===== src/rtl/chc_pkg.sv =====
// Shared types and constants of the canonical Huffman encoder.
package chc_pkg;

   localparam int DEF_NUM_SYMBOLS  = 256;
   localparam int DEF_MAX_CODE_LEN = 32;
   localparam int SYM_W            = 8;
   localparam int LEN_W            = 6;
   localparam int BYTE_W           = 8;
   localparam int CNT_W            = 6;
   localparam int QUEUE_DEPTH      = 4;

   typedef enum logic [1:0] {
      FUNC_LOAD   = 2'd0,
      FUNC_BUILD  = 2'd1,
      FUNC_ENCODE = 2'd2,
      FUNC_FLUSH  = 2'd3
   } func_type;

   typedef struct packed {
      func_type           func;
      logic [SYM_W-1:0]   symbol;
      logic [LEN_W-1:0]   code_length;
   } req_type;

   typedef struct packed {
      logic [BYTE_W-1:0]  out_byte;
      logic               last_of_run;
   } rsp_type;

   // Classified command handed from the front end to the back end.
   typedef struct packed {
      func_type           op;
      logic [SYM_W-1:0]   symbol;
      logic [LEN_W-1:0]   length;
   } cmd_type;

   // Push side of the command queue.
   typedef struct packed {
      logic               valid;
      cmd_type            cmd;
   } push_type;

   typedef enum logic [2:0] {
      ST_IDLE,
      ST_HIST,
      ST_PREFIX,
      ST_ASSIGN,
      ST_ENC_READ,
      ST_EMIT,
      ST_FLUSH
   } bk_state_type;

endpackage


===== src/rtl/chc_fifo.sv =====
// Short command queue between the front end and the back end.
module chc_fifo import chc_pkg::*; (
   input  logic     clock,
   input  logic     reset,
   input  push_type push,
   output logic     full,
   output logic     cmd_valid,
   input  logic     cmd_ready,
   output cmd_type  cmd
);

   localparam int PW = $clog2(QUEUE_DEPTH);

   cmd_type        slot_ff [QUEUE_DEPTH];
   logic [PW-1:0]  wr_ptr_ff, wr_ptr_in;
   logic [PW-1:0]  rd_ptr_ff, rd_ptr_in;
   logic [PW:0]    count_ff, count_in;
   logic           do_push;
   logic           do_pop;

   assign full      = count_ff == (PW+1)'(QUEUE_DEPTH);
   assign cmd_valid = count_ff != '0;
   assign cmd       = slot_ff[rd_ptr_ff];
   assign do_push   = push.valid && !full;
   assign do_pop    = cmd_valid && cmd_ready;

   // Pointer and fill count update.
   always_comb begin
      wr_ptr_in = do_push ? wr_ptr_ff + 1'b1 : wr_ptr_ff;
      rd_ptr_in = do_pop  ? rd_ptr_ff + 1'b1 : rd_ptr_ff;
      count_in  = count_ff;
      if (do_push && !do_pop) begin
         count_in = count_ff + 1'b1;
      end else if (do_pop && !do_push) begin
         count_in = count_ff - 1'b1;
      end
   end

   always_ff @(posedge clock) begin
      if (reset) begin
         wr_ptr_ff <= '0;
         rd_ptr_ff <= '0;
         count_ff  <= '0;
      end else begin
         wr_ptr_ff <= wr_ptr_in;
         rd_ptr_ff <= rd_ptr_in;
         count_ff  <= count_in;
      end
   end

   // Queue storage needs no reset.
   always_ff @(posedge clock) begin
      if (do_push) begin
         slot_ff[wr_ptr_ff] <= push.cmd;
      end
   end

endmodule


===== config.mk =====
export PLATFORM = sky130hd
export DESIGN_NAME = chc_fifo
export DESIGN_NICKNAME = d
export VERILOG_FILES = /design/src/rtl/chc_pkg.sv /design/src/rtl/chc_fifo.sv
export SDC_FILE = /design/constraint.sdc
export NUM_CORES = 1
export LEC_CHECK = 0
export BUFFER_PORTS_ARGS = -buffer_cell sky130_fd_sc_hd__buf_4
export CAP_MARGIN = 20
export CORE_MARGIN = 2
export CORE_UTILIZATION = 50
export CTS_BUF_LIST = sky130_fd_sc_hd__clkbuf_16
export CTS_CLUSTER_DIAMETER = 30
export DETAILED_ROUTE_END_ITERATION = 10
export PLACE_DENSITY = 0.8
export SKIP_LAST_GASP = 1
export SYNTH_ARGS = -nofsm -noshare
export SYNTH_HDL_FRONTEND = slang
export SYNTH_SLANG_ARGS = --single-unit

===== constraint.sdc =====
create_clock -name clock -period 2.2 [get_ports clock]
set_input_delay 0.55 -clock clock [delete_from_list [all_inputs] [get_ports clock]]
set_output_delay 0.55 -clock clock [all_outputs]
set_load 0.005 [all_outputs]

==> results of run 1 <==
==> cell families after synthesis <==
kind of cell / after synthesis / share of synthesized area [%]
xor+xnor: 4 / 1.25
buf+inv: 9 / 2.15
mux: 18 / 13.6
compound gates: 6 / 1.48
flops: 73 / 75.2
fa+ha+maj: 6 / 2.95
simple gates: 16 / 3.36
==> routing by layer <==
metal  vias to the layer above  track usage, %  share of wire, %
met2                        33            28.2                52
met1                       692            20.8                41
met5                         -               0                 0
met3                        12            6.93               5.0
met4                         0            7.72               2.4
li1                        627               -                 -
==> synth_stat cells (all sizes together) <==
cell	n	area, sq um
nand2b	2	12.5
fa	1	20.0
a21oi	2	10.0
xor2	4	35.0
nor2	6	25.0
and2	4	25.0
o311ai	1	8.76
o21ai	2	10.0
ha	5	62.6
mux4	16	360
nor3b	1	12.5
edfxtp	64	1920
buf	4	41.3
o31ai	1	12.5
or3	3	18.8
clkbuf	1	3.75
mux2i	2	20.0
inv	4	15.0
dfxtp	9	180
==> report_power, final <==
part	switching [mW]	total, mW	internal [mW]
sequential	0.0883	1.77	1.68
combinational	0.411	0.988	0.576
clock	0.488	1.30	0.808
total	0.988	4.05	3.07
==> per-stage QoR <==
stage          hold WS, ns  power, mW  TNS [ns]  setup WS [ns]  utilization, %
2_1_floorplan        0.482       2.37         0          0.165               -
3_3_place_gp         0.491       2.72         0          0.144            58.8
3_5_place_dp         0.510       2.77  -0.00625       -0.00625            58.8
4_1_cts              0.413       4.08         0         0.0461            63.8
5_1_grt              0.417       4.24         0        0.00811            64.0
6_report             0.423       4.05         0         0.0932            64.0
==> critical path, cell delays in order (launching register included) <==
cell	delay, ns
dfxtp_1	0.35
buf_12	0.19
mux4_2	0.53
buf_4	0.15
==> registers in the layout (all words and copies together), names as in the netlist, named ones only <==
register,flops
count_ff,3
slot_ff,64
rd_ptr_ff,2
wr_ptr_ff,2
==> layout make-up <==
type                    instances  area, sq um  area share (%)
well taps                      72         90.1            2.59
clock inverters                 6         23.8           0.682
inverters                       4         15.0           0.431
flip-flops and latches         73         2100            60.4
clock buffers                  10          250            7.18
multi-input cells              50          642            18.4
repair buffers                 46          358            10.3
==> timing repair <==
item / 4_1_cts / 5_1_grt
hold buffers: 0 / 0
setup endpoints to repair: 0 / 1
setup buffers: 0 / 0
resized for setup: 0 / 3
==> how the worst min path moves through the flow <==
| stage | cells past startpoint | slack (ns) | startpoint | endpoint |
|---|---|---|---|---|
| after floorplan | 2 | 0.48 | wr_ptr_ff[1] | wr_ptr_ff[1] |
| after global placement | 2 | 0.49 | wr_ptr_ff[1] | wr_ptr_ff[1] |
| after detailed placement | 2 | 0.51 | wr_ptr_ff[1] | wr_ptr_ff[1] |
| after CTS | 1 | 0.41 | push[4] | slot_ff[0][4] |
| after global routing | 1 | 0.42 | push[3] | slot_ff[3][3] |
| final | 1 | 0.42 | push[4] | slot_ff[0][4] |
==> summary.txt, run 1 <==
Outcome
  • Status: complete, no violations

Floorplan
  • Die outline area: 6200 sq um
  • IO Count: 38
  • Initial Utilization: 51.4%
  • Die Width: 78.8 microns
  • Core ar.: 5440 sq um
  • Num rows: 27
  • Die Ht: 78.8 microns

STA
  • Min Clock Period, post-route: 2.11 ns
  • Worst Tran Pin Value: 0.370 ns
  • Max Slew Vio Count: 0
  • Final Hold Vio Count: 0
  • Final setup violation count: 0
  • Worst rel slew slack: 75.3%
  • Max Clock Freq: 475 MHz
  • RSZ-0062 raised after global routing: false
  • Clock Skew: 0.00657 ns
  • Fin crit share: 95.8%

Yosys
  • Post-synthesis area per instance: 21.2 sq um
  • FF+latch count, synth: 73
  • Synthesized area: 2800 sq um
  • Syn_nets: 158
  • YS warnings: 0
  • Count of cell types in the netlist: 22
  • Mapped Cells: 132
  • Proportion of synthesized chip area in sequential cells: 75.2%

Flow run
  • Max Cap Violations: 0

Final layout
  • Nets@finish: 210
  • Share of layout cells above drive strength 1: 41.3%
  • Most frequent cells in the layout: edfxtp_1, buf_4, mux4_2, clkbuf_16, dfxtp_1
  • Post-Layout Cell Count: 261
  • Post-route design area: 3480 sq um
  • FILL cells: 362
  • Diode count: 0
  • Commonest non-fill, non-tap cell in the layout: edfxtp_1
  • Area growth from synthesis to layout: 24.6%

Clock network
  • Insertion delay to the later sink of the worst-skew pair: 0.32 ns
  • # clock sinks: 73
  • Root Buffer: clkbuf_16
  • Clk buf depth: 2
  • H-tree depth reported by CTS: 3
  • Clock slew at reported path FFs: 0.05 ns
  • Cts bufs inserted: 9
  • TritonCTS clock tree: done

Global route
  • Global-route wire length before repair: 7690 microns
  • Largest net degree at the start of global routing: 17
  • Vias in the first global route: 1470
  • GRT Util Overall: 17.5%
  • Number of antenna violations at the first check in global routing: 0
  • GRT overflow: 0

Worst setup path
  • Reg2reg end: count_ff[2]
  • CP endpoint kind: output port
  • Worst endpoint data arrival time: 1.56 ns
  • Setup crit end: cmd[13]
  • FF-to-FF path depth: 8
  • R2r setup slk: 0.12 ns
  • CP max FO: 16
  • Worst EP required: 1.65 ns
  • Critical R2R Launch: count_ff[2]
  • Setup CP Type: flip-flop to output port
  • Startpoint types: flip-flop

Drt
  • # DRC: 0
  • DR iter-0 viols: 76
  • Drt via density: 5.23
  • Routed Antenna Nets: 0
  • Vias: 1364
  • Avg WL per Cell: 18.3 microns
  • Post-Route WL: 4790 microns
  • Drt pass-1 iters: 4

Pwr
  • Power per cell area: 1160 nW/um^2
  • Worst vdd ir: 0.693 mV
  • Leak: 1.26 nW

Placed design
  • # placed instances: 245
  • Area after DPL: 3200 sq um
  • DP HPWL: 3040 microns
  • Port Buffers: 37
  • RePlAce Congestion: 0.677

Worst hold path
  • Hold Path Class: primary input to flip-flop
(Power assumes the default switching activity.)
==> run 2, diff against run 1 <==
- CTS_BUF_LIST: sky130_fd_sc_hd__clkbuf_16 -> sky130_fd_sc_hd__clkbuf_4 sky130_fd_sc_hd__clkbuf_8
==> summary.txt, run 2 (synthesis results as in run 1) <==
Worst setup path
  • Setup CP Type: flip-flop to output port
  • Critical R2R Launch: count_ff[2]
  • Worst endpoint data arrival time: 1.55 ns
  • Startpoint types: flip-flop
  • CP delay by family, top: multiplexers
  • R2r setup slk: 0.11 ns
  • FF-to-FF path depth: 8
  • Crit-path cells: buf_12 > mux4_2 > buf_4
  • Slowest cell on the critical path: mux4_2
  • CP endpoint kind: output port
  • Reg2reg end: count_ff[2]
  • CP peak stage delay: 0.52 ns
  • WP buf/inv: 2
  • CP max FO: 8
  • Worst EP required: 1.65 ns

Final layout
  • Area growth from synthesis to layout: 23.5%
  • Nets@finish: 211
  • Biggest register: slot_ff
  • Diode count: 0
  • Post-route design area: 3450 sq um
  • Largest registers: slot_ff: 64 flops, count_ff: 3 flops
  • Area of the multi-input gates: 642 sq um
  • Share of layout cells above drive strength 1: 44.7%
  • Register Area: 2110 sq um
  • FILL cells: 367
  • Largest register FFs: 64
  • Most frequent cells in the layout: edfxtp_1, buf_4, mux4_2, clkbuf_8, dfxtp_1
  • Commonest non-fill, non-tap cell in the layout: edfxtp_1

Global route
  • Largest net degree at the start of global routing: 17
  • GRT overflow: 0
  • Global-route wire length before repair: 7380 microns
  • Vias in the first global route: 1463
  • GRT Util Overall: 16.7%
  • Number of antenna violations at the first check in global routing: 0

STA
  • Final Hold Vio Count: 0
  • Clock Skew: 0.00850 ns
  • Worst Tran Pin Value: 0.369 ns
  • Max Slew Vio Count: 0
  • Fin crit share: 95.4%
  • Max Clock Freq: 476 MHz
  • RSZ-0062 raised after global routing: false
  • Final setup violation count: 0
  • Min Clock Period, post-route: 2.10 ns
  • Worst rel slew slack: 75.0%

Placed design
  • Area after DPL: 3200 sq um
  • RePlAce Congestion: 0.677
  • DP HPWL: 3040 microns
  • Port Buffers: 37

Floorplan
  • Die Ht: 78.8 microns
  • Die outline area: 6200 sq um
  • Num rows: 27
  • Core ar.: 5440 sq um
  • Die Width: 78.8 microns
  • IO Count: 38
  • Initial Utilization: 51.4%

Drt
  • Vias: 1375
  • Drt pass-1 iters: 6
  • Avg WL per Cell: 17.6 microns
  • DR iter-0 viols: 119
  • Post-Route WL: 4610 microns
  • # DRC: 0
  • Routed Antenna Nets: 0
  • Drt via density: 5.25

Outcome
  • Status: complete, no violations

Clock network
  • Count of hold-fix buffers inserted at cts: 0
  • Root Buffer: clkbuf_8
  • H-tree depth reported by CTS: 3
  • Insertion delay to the later sink of the worst-skew pair: 0.34 ns
  • Cts bufs inserted: 9
  • Clk buf depth: 2
  • # clock sinks: 73
  • Clock slew at reported path FFs: 0.07 ns
  • TritonCTS clock tree: done

Pwr
  • Int Power: 2.93 mW
  • Total power: 3.88 mW
  • Clk pwr share: 27.8%
  • Worst vdd ir: 0.784 mV
  • Power per cell area: 1120 nW/um^2
  • P_sw: 943 uW
  • Logic gate share of total power: 26.4%
  • Leak: 1.24 nW
  • Sw frac: 24.3%
  • Reg power frac: 45.8%

Flow run
  • Max Cap Violations: 0

Worst hold path
  • Hold EP: slot_ff[3][4]
  • Hold Path Class: primary input to flip-flop
  • Worst hold start: push[4]
  • Hold Crit Depth: 1
run 2: changes by cell type in the layout (fill, tap and decap cells not counted), moves of 2 or more:
cell       change
clkbuf_4       +2
clkbuf_8      +12
clkbuf_16      -9
clkinv_1       -3
inv_1          -2
run 2: worst max-delay path by stage:
stage                            from     endpoint  slack [ns]  depth (start not counted)
final                       flip-flop      cmd[10]        0.10                          3
after CTS                   flip-flop       cmd[9]        0.04                          3
after floorplan              push[16]  count_ff[2]        0.16                          8
after global routing      count_ff[2]  count_ff[2]       0.003                          8
after detailed placement     push[16]  count_ff[2]      -0.006                          9
after global placement       push[16]  count_ff[2]        0.14                          9
run 2: area by class of cell:
cell class                      instances  area share [%]
Clock buffer                           14            5.22
Multi-Input combinational cell         50            18.6
Clock inverter                          2            1.02
Tap cell                               72            2.61
Sequential cell                        73            61.0
Inverter                                4           0.435
Timing Repair Buffer                   47            11.1
run 2: repair_timing:
item | CTS | global route
setup buffers | 0 | 0
endpoints found under the hold margin | 0 | 0
setup endpoints to repair | 0 | 3
resized for setup | 0 | 4
run 2: per-layer routing:
layer / vias to the layer above / GRT usage, % / part of all wire, %
met3: 7 / 6.48 / 5.0
met4: 0 / 6.49 / 1.7
met2: 34 / 27.3 / 53
met5: - / 0 / 0
met1: 707 / 20.0 / 41
li1: 627 / - / -
run 2: stage by stage:
step | hold slack [ns] | setup TNS [ns] | instances | worst slack [ns] | util, %
5_1_grt | 0.389 | 0 | 262 | 0.00345 | 63.4
3_5_place_dp | 0.510 | -0.00625 | 245 | -0.00625 | 58.8
6_report | 0.411 | 0 | 262 | 0.100 | 63.4
2_1_floorplan | 0.482 | 0 | 132 | 0.165 | -
3_3_place_gp | 0.491 | 0 | 245 | 0.144 | 58.8
4_1_cts | 0.400 | 0 | 261 | 0.0414 | 62.8
run 2: power by group through the flow:
stage / logic, mW / registers, mW / clock network, mW
3_5_place_dp: 0.988 / 1.79 / 0
4_1_cts: 0.993 / 1.76 / 1.10
2_1_floorplan: 0.606 / 1.76 / 0
6_report: 1.02 / 1.77 / 1.08
3_3_place_gp: 0.952 / 1.77 / 0
5_1_grt: 1.12 / 1.79 / 1.16
run 2: worst register-to-register path: stages, from the launching register on:
cell and delay (ns):
dfxtp_1 0.37, nor3b_2 0.21, nor2_2 0.13, ha_1 0.21
inv_1 0.07, fa_1 0.39, xor2_1 0.18, or3_1 0.31
a21oi_1 0.16
